**src/rtl/sha256_pkg.sv**
```systemverilog
// Shared types, constants and a rotate helper for the SHA-256 byte stream hasher.
package sha256_pkg;

  localparam int unsigned WordW = 32;

  typedef enum logic [2:0] {
    ST_FILL,
    ST_PAD,
    ST_LOAD,
    ST_ROUND,
    ST_FOLD,
    ST_EMIT
  } ctrl_state_t;

  // Commands from controller to datapath
  typedef struct packed {
    logic       store_byte;
    logic [7:0] byte_val;
    logic       count_byte;
    logic       pad_step;
    logic       load_sched;
    logic       round_step;
    logic       fold;
    logic       restart;
    logic       clear_fill;
  } dp_cmd_t;

  // Status from datapath to controller
  typedef struct packed {
    logic [6:0] fill;
  } dp_stat_t;

  localparam logic [7:0] PadMarker = 8'h80;

  localparam logic [31:0] InitH [8] = '{
    32'h6a09e667, 32'hbb67ae85, 32'h3c6ef372, 32'ha54ff53a,
    32'h510e527f, 32'h9b05688c, 32'h1f83d9ab, 32'h5be0cd19};

  localparam logic [31:0] RoundK [64] = '{
    32'h428a2f98, 32'h71374491, 32'hb5c0fbcf, 32'he9b5dba5,
    32'h3956c25b, 32'h59f111f1, 32'h923f82a4, 32'hab1c5ed5,
    32'hd807aa98, 32'h12835b01, 32'h243185be, 32'h550c7dc3,
    32'h72be5d74, 32'h80deb1fe, 32'h9bdc06a7, 32'hc19bf174,
    32'he49b69c1, 32'hefbe4786, 32'h0fc19dc6, 32'h240ca1cc,
    32'h2de92c6f, 32'h4a7484aa, 32'h5cb0a9dc, 32'h76f988da,
    32'h983e5152, 32'ha831c66d, 32'hb00327c8, 32'hbf597fc7,
    32'hc6e00bf3, 32'hd5a79147, 32'h06ca6351, 32'h14292967,
    32'h27b70a85, 32'h2e1b2138, 32'h4d2c6dfc, 32'h53380d13,
    32'h650a7354, 32'h766a0abb, 32'h81c2c92e, 32'h92722c85,
    32'ha2bfe8a1, 32'ha81a664b, 32'hc24b8b70, 32'hc76c51a3,
    32'hd192e819, 32'hd6990624, 32'hf40e3585, 32'h106aa070,
    32'h19a4c116, 32'h1e376c08, 32'h2748774c, 32'h34b0bcb5,
    32'h391c0cb3, 32'h4ed8aa4a, 32'h5b9cca4f, 32'h682e6ff3,
    32'h748f82ee, 32'h78a5636f, 32'h84c87814, 32'h8cc70208,
    32'h90befffa, 32'ha4506ceb, 32'hbef9a3f7, 32'hc67178f2};

  function automatic logic [31:0] rotr(input logic [31:0] v, input int unsigned n);
    rotr = (v >> n) | (v << (WordW - n));
  endfunction

endpackage

```
**src/rtl/sha256_dp.sv**
```systemverilog
// Datapath: message schedule window (also the block buffer), round registers and chaining words.
module sha256_dp (
  input  logic                clk,
  input  logic                rst_n,
  input  sha256_pkg::dp_cmd_t cmd,
  input  logic [5:0]          round_idx,
  output sha256_pkg::dp_stat_t stat,
  output logic [31:0]         hash_word [8]
);
  import sha256_pkg::*;

  logic [6:0]  fill_r, fill_nxt;
  logic [60:0] len_r, len_nxt;
  logic [31:0] w_r [16];
  logic [31:0] a_r, b_r, c_r, d_r, e_r, f_r, g_r, h_r;
  logic [31:0] hv_r [8];
  logic [63:0] bits;
  logic [7:0]  pad_byte;
  logic [31:0] w_cur, w_new, t1, t2, s0, s1;

  assign stat.fill = fill_r;
  assign bits = {len_r, 3'b000};

  // Pick the padding byte for the current fill slot
  always_comb begin
    if (fill_r[5:0] >= 6'd56) begin
      pad_byte = 8'(bits >> (8 * (7 - 32'(fill_r[5:0] - 6'd56))));
    end else begin
      pad_byte = 8'h00;
    end
  end

  // Next schedule word and round sums
  always_comb begin
    s0 = rotr(w_r[1], 7) ^ rotr(w_r[1], 18) ^ (w_r[1] >> 3);
    s1 = rotr(w_r[14], 17) ^ rotr(w_r[14], 19) ^ (w_r[14] >> 10);
    w_new = w_r[0] + s0 + w_r[9] + s1;
    w_cur = w_r[0];
    t1 = h_r + (rotr(e_r, 6) ^ rotr(e_r, 11) ^ rotr(e_r, 25)) +
         ((e_r & f_r) ^ (~e_r & g_r)) + RoundK[round_idx] + w_cur;
    t2 = (rotr(a_r, 2) ^ rotr(a_r, 13) ^ rotr(a_r, 22)) +
         ((a_r & b_r) ^ (a_r & c_r) ^ (b_r & c_r));
  end

  // Fill and length counters
  always_comb begin
    fill_nxt = fill_r;
    len_nxt  = len_r;
    if (cmd.store_byte || cmd.pad_step) fill_nxt = fill_r + 7'd1;
    if (cmd.count_byte) len_nxt = len_r + 61'd1;
    if (cmd.clear_fill) fill_nxt = '0;
    if (cmd.restart) begin
      fill_nxt = '0;
      len_nxt  = '0;
    end
  end

  always_ff @(posedge clk) begin
    if (!rst_n) begin
      fill_r <= '0;
      len_r  <= '0;
      for (int i = 0; i < 8; i++) hv_r[i] <= InitH[i];
    end else begin
      fill_r <= fill_nxt;
      len_r  <= len_nxt;
      if (cmd.fold) begin
        hv_r[0] <= hv_r[0] + a_r; hv_r[1] <= hv_r[1] + b_r;
        hv_r[2] <= hv_r[2] + c_r; hv_r[3] <= hv_r[3] + d_r;
        hv_r[4] <= hv_r[4] + e_r; hv_r[5] <= hv_r[5] + f_r;
        hv_r[6] <= hv_r[6] + g_r; hv_r[7] <= hv_r[7] + h_r;
      end else if (cmd.restart) begin
        for (int i = 0; i < 8; i++) hv_r[i] <= InitH[i];
      end
    end
  end

  // Pack bytes big-endian into the schedule window; load a..h; per round shift one word, step a..h
  always_ff @(posedge clk) begin
    if (cmd.load_sched) begin
      a_r <= hv_r[0]; b_r <= hv_r[1]; c_r <= hv_r[2]; d_r <= hv_r[3];
      e_r <= hv_r[4]; f_r <= hv_r[5]; g_r <= hv_r[6]; h_r <= hv_r[7];
    end else if (cmd.round_step) begin
      for (int t = 0; t < 15; t++) w_r[t] <= w_r[t+1];
      w_r[15] <= w_new;
      h_r <= g_r; g_r <= f_r; f_r <= e_r; e_r <= d_r + t1;
      d_r <= c_r; c_r <= b_r; b_r <= a_r; a_r <= t1 + t2;
    end else if (cmd.store_byte) begin
      w_r[fill_r[5:2]][{~fill_r[1:0], 3'b000} +: 8] <= cmd.byte_val;
    end else if (cmd.pad_step) begin
      w_r[fill_r[5:2]][{~fill_r[1:0], 3'b000} +: 8] <= pad_byte;
    end
  end

  assign hash_word = hv_r;
endmodule

```
**src/rtl/sha256_ctrl.sv**
```systemverilog
// Controller: sequences byte fill, padding, compression rounds and digest output.
module sha256_ctrl (
  input  logic                 clk,
  input  logic                 rst_n,
  input  logic                 in_fire,
  input  logic [7:0]           in_byte,
  input  logic                 in_has,
  input  logic                 in_end,
  input  logic                 out_fire,
  input  sha256_pkg::dp_stat_t stat,
  output logic                 in_rdy,
  output logic                 out_vld,
  output logic [2:0]           out_idx,
  output logic [5:0]           round_idx,
  output sha256_pkg::dp_cmd_t  cmd
);
  import sha256_pkg::*;

  ctrl_state_t st_r, st_nxt;
  logic [5:0]  rnd_r, rnd_nxt;
  logic [2:0]  idx_r, idx_nxt;
  logic        fin_r, fin_nxt;   // message ended: padding still due
  logic        mark_r, mark_nxt; // pad marker already written
  logic        last_r, last_nxt; // block in flight is the final one

  assign round_idx = rnd_r;
  assign out_idx   = idx_r;

  always_ff @(posedge clk) begin
    if (!rst_n) begin
      st_r <= ST_FILL; rnd_r <= '0; idx_r <= '0; fin_r <= 1'b0; last_r <= 1'b0;
      mark_r <= 1'b0;
    end else begin
      st_r <= st_nxt; rnd_r <= rnd_nxt; idx_r <= idx_nxt;
      fin_r <= fin_nxt; last_r <= last_nxt; mark_r <= mark_nxt;
    end
  end

  always_comb begin
    st_nxt = st_r; rnd_nxt = rnd_r; idx_nxt = idx_r;
    fin_nxt = fin_r; last_nxt = last_r; mark_nxt = mark_r;
    cmd = '0;
    cmd.byte_val = in_byte;
    in_rdy = 1'b0;
    out_vld = 1'b0;
    case (st_r)
      ST_FILL: begin
        in_rdy = 1'b1;
        if (in_fire) begin
          cmd.store_byte = in_has;
          cmd.count_byte = in_has;
          if (in_has && stat.fill == 7'd63) begin
            fin_nxt = in_end; last_nxt = 1'b0;
            st_nxt = ST_LOAD;
          end else if (in_end) begin
            fin_nxt = 1'b1;
            st_nxt = ST_PAD;
          end
        end
      end
      // First pad cycle writes the marker, then zeros, and the length in the final block
      ST_PAD: begin
        if (!mark_r) begin
          cmd.store_byte = 1'b1;
          cmd.byte_val = PadMarker;
          mark_nxt = 1'b1;
          last_nxt = (stat.fill < 7'd56);
        end else if (last_r && stat.fill >= 7'd56) begin
          cmd.pad_step = 1'b1;
        end else begin
          cmd.store_byte = 1'b1;
          cmd.byte_val = 8'h00;
        end
        if (stat.fill == 7'd63) st_nxt = ST_LOAD;
      end
      ST_LOAD: begin
        cmd.load_sched = 1'b1;
        cmd.clear_fill = 1'b1;
        rnd_nxt = '0;
        st_nxt = ST_ROUND;
      end
      ST_ROUND: begin
        cmd.round_step = 1'b1;
        rnd_nxt = rnd_r + 6'd1;
        if (rnd_r == 6'd63) st_nxt = ST_FOLD;
      end
      ST_FOLD: begin
        cmd.fold = 1'b1;
        if (last_r) begin
          idx_nxt = '0; st_nxt = ST_EMIT;
        end else if (fin_r) begin
          last_nxt = 1'b1; st_nxt = ST_PAD;
        end else begin
          st_nxt = ST_FILL;
        end
      end
      ST_EMIT: begin
        out_vld = 1'b1;
        if (out_fire) begin
          idx_nxt = idx_r + 3'd1;
          if (idx_r == 3'd7) begin
            cmd.restart = 1'b1;
            fin_nxt = 1'b0; last_nxt = 1'b0; mark_nxt = 1'b0;
            st_nxt = ST_FILL;
          end
        end
      end
      default: st_nxt = ST_FILL;
    endcase
  end
endmodule

```
**src/rtl/sha256_byte_stream_hasher_unit.sv**
```systemverilog
// Top level of the SHA-256 byte stream hasher: stream ports, controller and datapath.
// Input: bytes are taken one per cycle while the block fills; no byte is taken while a block
// is processed. A full block is loaded, run through 64 rounds at one per cycle in the datapath,
// then folded into the chaining words. End of message: each padded block fills its free slots
// at one byte per cycle (up to 64), then is loaded, compressed and folded; one or two such
// blocks, then 8 result words.
// Reset: synchronous active-low rst_n restores the initial hash values and empty counts.
module sha256_byte_stream_hasher_unit (
  input  logic        clk,
  input  logic        rst_n,
  input  logic        in_tvalid,
  output logic        in_tready,
  input  logic [7:0]  in_tdata,   // [7:0] data_byte
  input  logic        in_tlast,   // end_message
  input  logic        in_tuser,   // has_byte
  output logic        out_tvalid,
  input  logic        out_tready,
  output logic [39:0] out_tdata,  // [31:0] digest_word, [34:32] word_index, rest zero
  output logic        out_tlast   // last_word
);
  import sha256_pkg::*;

  dp_cmd_t     cmd;
  dp_stat_t    stat;
  logic [5:0]  round_idx;
  logic [2:0]  out_idx;
  logic [31:0] hash_word [8];
  logic        in_fire, out_fire;

  assign in_fire  = in_tvalid && in_tready;
  assign out_fire = out_tvalid && out_tready;

  sha256_ctrl u_ctrl (
    .clk(clk), .rst_n(rst_n), .in_fire(in_fire), .in_byte(in_tdata),
    .in_has(in_tuser), .in_end(in_tlast), .out_fire(out_fire), .stat(stat),
    .in_rdy(in_tready), .out_vld(out_tvalid), .out_idx(out_idx),
    .round_idx(round_idx), .cmd(cmd));

  sha256_dp u_dp (
    .clk(clk), .rst_n(rst_n), .cmd(cmd), .round_idx(round_idx),
    .stat(stat), .hash_word(hash_word));

  assign out_tdata = {5'd0, out_idx, hash_word[out_idx]};
  assign out_tlast = (out_idx == 3'd7);

  // Never take input while the digest is being delivered
  a_no_overlap: assert property (@(posedge clk) disable iff (!rst_n)
    !(in_tready && out_tvalid)) else $error("input taken during digest output");

  // The last digest word returns the block to byte fill
  a_restart: assert property (@(posedge clk) disable iff (!rst_n)
    out_fire && out_tlast |=> in_tready) else $error("no restart after digest");

  // Fill count never exceeds one block
  a_fill: assert property (@(posedge clk) disable iff (!rst_n)
    stat.fill <= 7'd64) else $error("fill count overflow");
endmodule

```
**config.mk**
```make
export PLATFORM = sky130hd
export DESIGN_NAME = sha256_byte_stream_hasher_unit
export DESIGN_NICKNAME = d
export VERILOG_FILES = /design/src/rtl/sha256_pkg.sv /design/src/rtl/sha256_dp.sv /design/src/rtl/sha256_ctrl.sv /design/src/rtl/sha256_byte_stream_hasher_unit.sv
export SDC_FILE = /design/constraint.sdc
export NUM_CORES = 2
export LEC_CHECK = 0
export BUFFER_PORTS_ARGS = -buffer_cell sky130_fd_sc_hd__buf_2
export CORE_ASPECT_RATIO = 0.8
export CORE_MARGIN = 2
export CORE_UTILIZATION = 23
export CTS_CLUSTER_SIZE = 14
export DETAILED_ROUTE_END_ITERATION = 6
export PLACE_DENSITY = 0.43
export SYNTH_ARGS = -nofsm -noshare
export SYNTH_HDL_FRONTEND = slang
export SYNTH_SLANG_ARGS = --single-unit
```
**constraint.sdc**
```tcl
create_clock -name clk -period 8.4 [get_ports clk]
set_input_delay 1.26 -clock clk [delete_from_list [all_inputs] [get_ports clk]]
set_output_delay 1.26 -clock clk [all_outputs]
set_load 0.01 [all_outputs]
```
==> impl_metrics.json <==
{
  "status": "finished clean",
  "hold_viol": 0,
  "cp_slowest_cell": "o21ai_0",
  "rr_endpoint": "u_dp.a_r[31]$_DFFE_PP_",
  "multi_input_area_um2": 42250,
  "cts-hold-fix-buffers": 0,
  "place_congestion": 0.9442,
  "die_h_um": 513.3,
  "grt_util_met1_pct": 27.42,
  "drive_gt1_share_pct": 12.00,
  "cp.required_ns": 8.95,
  "cts_root_buffer": "clkbuf_16",
  "max_freq_ghz": 0.1225,
  "nets": 8985,
  "synthArstFlopShare_pct": 0,
  "ant_nets": 0,
  "critPathMaxStageDelay_ns": 0.62,
  "final_common_cell": "nand2_1",
  "yosysWarnings": 0,
  "netlist_area_um2": 74580,
  "dp_cells": 12540,
  "clk_pin_slew_ns": 0.06,
  "vias": 62950,
  "overflow": 0,
  "finClkSkew_ns": 0.08629,
  "grt.met2_usage_pct": 25.94,
  "busiest_layer": "met1",
  "cts.path.max_buffers": 4,
  "wl_per_cell_um": 23.72,
  "path_max_fanout": 9,
  "worstSetupEndpointType": "flop",
  "period_share_pct": 97.20,
  "avgViaCountPerCell": 4.912,
  "grt_max_degree": 128,
  "std_cell_rows": 186,
  "fillers": 34310,
  "reg2reg_depth": 35,
  "layout_common_cells": "nand2_1 (1690), o21ai_0 (832), edfxtp_1 (768)",
  "die_area_um2": 328900,
  "crit_path_end": "u_dp.a_r[31]$_DFFE_PP_",
  "port_buffers": 51,
  "drt_iter0_markers": 6304,
  "io_pins": 57,
  "syn_area_per_cell_um2": 9.202,
  "routed_wirelength_mm": 303.9,
  "seqCellArea_um2": 29870,
  "ys_seq_area_share_pct": 40.02,
  "crit_top_cell": "buf_4",
  "relSlewSlack_pct": 12.79,
  "grt_pass1_vias": 60270,
  "synthFlopType": "edfxtp_1",
  "maxCapViolations": 0,
  "cts_inserted_buffers": 147,
  "synth-seq-cells": 1107,
  "syn_to_final_growth_pct": 17.38,
  "cts_tree": "yes",
  "crit_start": "u_ctrl.round_idx[0]$_SDFFE_PN0P_",
  "htree_levels": 4,
  "setup_viol": 0,
  "min_path_type": "reg2reg",
  "die_w_um": 640.7,
  "clk_latency_ns": 0.84,
  "drc": 0,
  "dp_hpwl_mm": 229.4,
  "synth_edf_count": 768,
  "finalNonFillerCells": 12820,
  "drv_slew": 0,
  "crit_type": "reg2reg",
  "worstReg2RegStart": "u_ctrl.round_idx[0]$_SDFFE_PN0P_",
  "numClockSinks": 1107,
  "r2r_slack_ns": 0.23,
  "critPathLaunchType": "flop",
  "finish.utilization_pct": 27.20,
  "grt_usage_pct": 17.98,
  "layout_min_cycle_time_ns": 8.165,
  "worst_pin_slew_ns": 1.297,
  "arrival_ns": 8.72,
  "core_area_um2": 321900,
  "dr.pass1.iters": 6,
  "synth_cells": 8105,
  "grt_pass1_wl_mm": 437.1,
  "start_util_pct": 23.17,
  "grt_antenna_before_repair": 20,
  "grt_util_met3_pct": 3.665,
  "synth.distinct_cells": 86
}
[what timing repair did]
item | in CTS | in global routing
setup buffers | 1 | 4
resized for setup | 16 | 86
cloned | 0 | 0
pin swaps | 5 | 34
endpoints found under the setup margin | 11 | 23
[state kept, by name, summed over array words and instances, names as in the netlist, 3 cells and up]
signal and flops:
u_dp.h_r 32, u_dp.d_r 32, u_dp.stat 7, u_dp.hash_word 256, u_dp.w_r 512, u_ctrl.round_idx 6
u_dp.f_r 32, u_ctrl.st_r 3, u_dp.e_r 32, u_dp.a_r 32, u_ctrl.out_idx 3, u_dp.g_r 32
u_dp.c_r 32, u_dp.b_r 32, u_dp.len_r 61
[critical path: cells and delay by family (launching register included)]
kind            cells  cell delay, ns
compound gates     14            2.96
xor+xnor            2            0.33
fa+ha+maj           7            2.53
buf+inv             9            1.27
flops               1            0.34
simple gates        3            0.49
[layout make-up]
class	count	share of cell area, %
diodes	14	0.04002
clock buffers	201	4.656
clock inverters	56	0.4831
inverters	337	1.454
multi-input cells	6216	48.27
flip-flops and latches	1107	34.12
well taps	4324	6.180
repair buffers	560	4.799
[through the flow]
step / worst slack [ns] / setup TNS (ns) / instance area (µm²) / hold slack [ns]
floorplan: 0.1023 / 0 / 74600 / 0.4425
global placement: -0.4675 / -2.799 / 82580 / 0.4642
detailed placement: -0.4256 / -2.109 / 82580 / 0.4648
CTS: 0.02215 / 0 / 87130 / 0.4742
global route: -0.04110 / -0.06997 / 87540 / 0.5048
finish: 0.2348 / 0 / 87540 / 0.4749
[routing by layer]
layer	routed length (µm)	share of wire, %
met1	149000	49
met4	5067	1.7
met3	24310	8.0
met2	125500	41
met5	27	0.0089
[how the worst min path moves through the flow]
stage	start	end	slack, ns	cells past startpoint
2_1_floorplan	u_dp.hash_word[223]$_SDFFE_PN1P_	u_dp.hash_word[223]$_SDFFE_PN1P_	0.44	2
3_3_place_gp	u_dp.hash_word[223]$_SDFFE_PN1P_	u_dp.hash_word[223]$_SDFFE_PN1P_	0.46	2
3_5_place_dp	u_dp.hash_word[223]$_SDFFE_PN1P_	u_dp.hash_word[223]$_SDFFE_PN1P_	0.46	2
4_1_cts	u_dp.hash_word[223]$_SDFFE_PN1P_	u_dp.hash_word[223]$_SDFFE_PN1P_	0.47	2
5_1_grt	u_dp.hash_word[223]$_SDFFE_PN1P_	u_dp.hash_word[223]$_SDFFE_PN1P_	0.50	2
6_report	u_dp.hash_word[223]$_SDFFE_PN1P_	u_dp.hash_word[223]$_SDFFE_PN1P_	0.47	2
[cells by family (layout without fill, tap and decap cells)]
family / count (synthesis) / in the layout / share of synthesized area, %
xor+xnor: 610 / 610 / 7.164
compound gates: 2091 / 2091 / 16.91
simple gates: 2700 / 2700 / 15.50
buf+inv: 786 / 1154 / 3.989
other cells: 1 / 19 / 0.005028
fa+ha+maj: 628 / 628 / 12.41
flops: 1107 / 1107 / 40.02
mux: 182 / 182 / 3.989
[synthesized netlist by cell type (52+ instances only)]
cell type  instances  area [µm²]
edfxtp_1         768       23060
dfxtp_1          339        6787
nor2b_1          127       794.5
clkbuf_1         409        1535
ha_1             407        5092
a21oi_1          418        2092
o22ai_1          105       656.9
xor2_1           234        2049
a22oi_1           84       630.6
nor2_1           370        1389
nor3_1            82       410.4
inv_1            334        1254
nand2_1         1695        6362
o21ai_0          853        4269
o21a_1            60       450.4
a21o_1           189        1419
nand2b_1          66       412.9
mux2i_1           52       520.5
fa_1             195        3904
nand3_1          124       620.6
xnor2_1          376        3293
mux4_2            88        1982
Power is left out: the tool's default activity adds up to more than one toggle a clock period on the data nets, which glitch-free logic cannot reach.
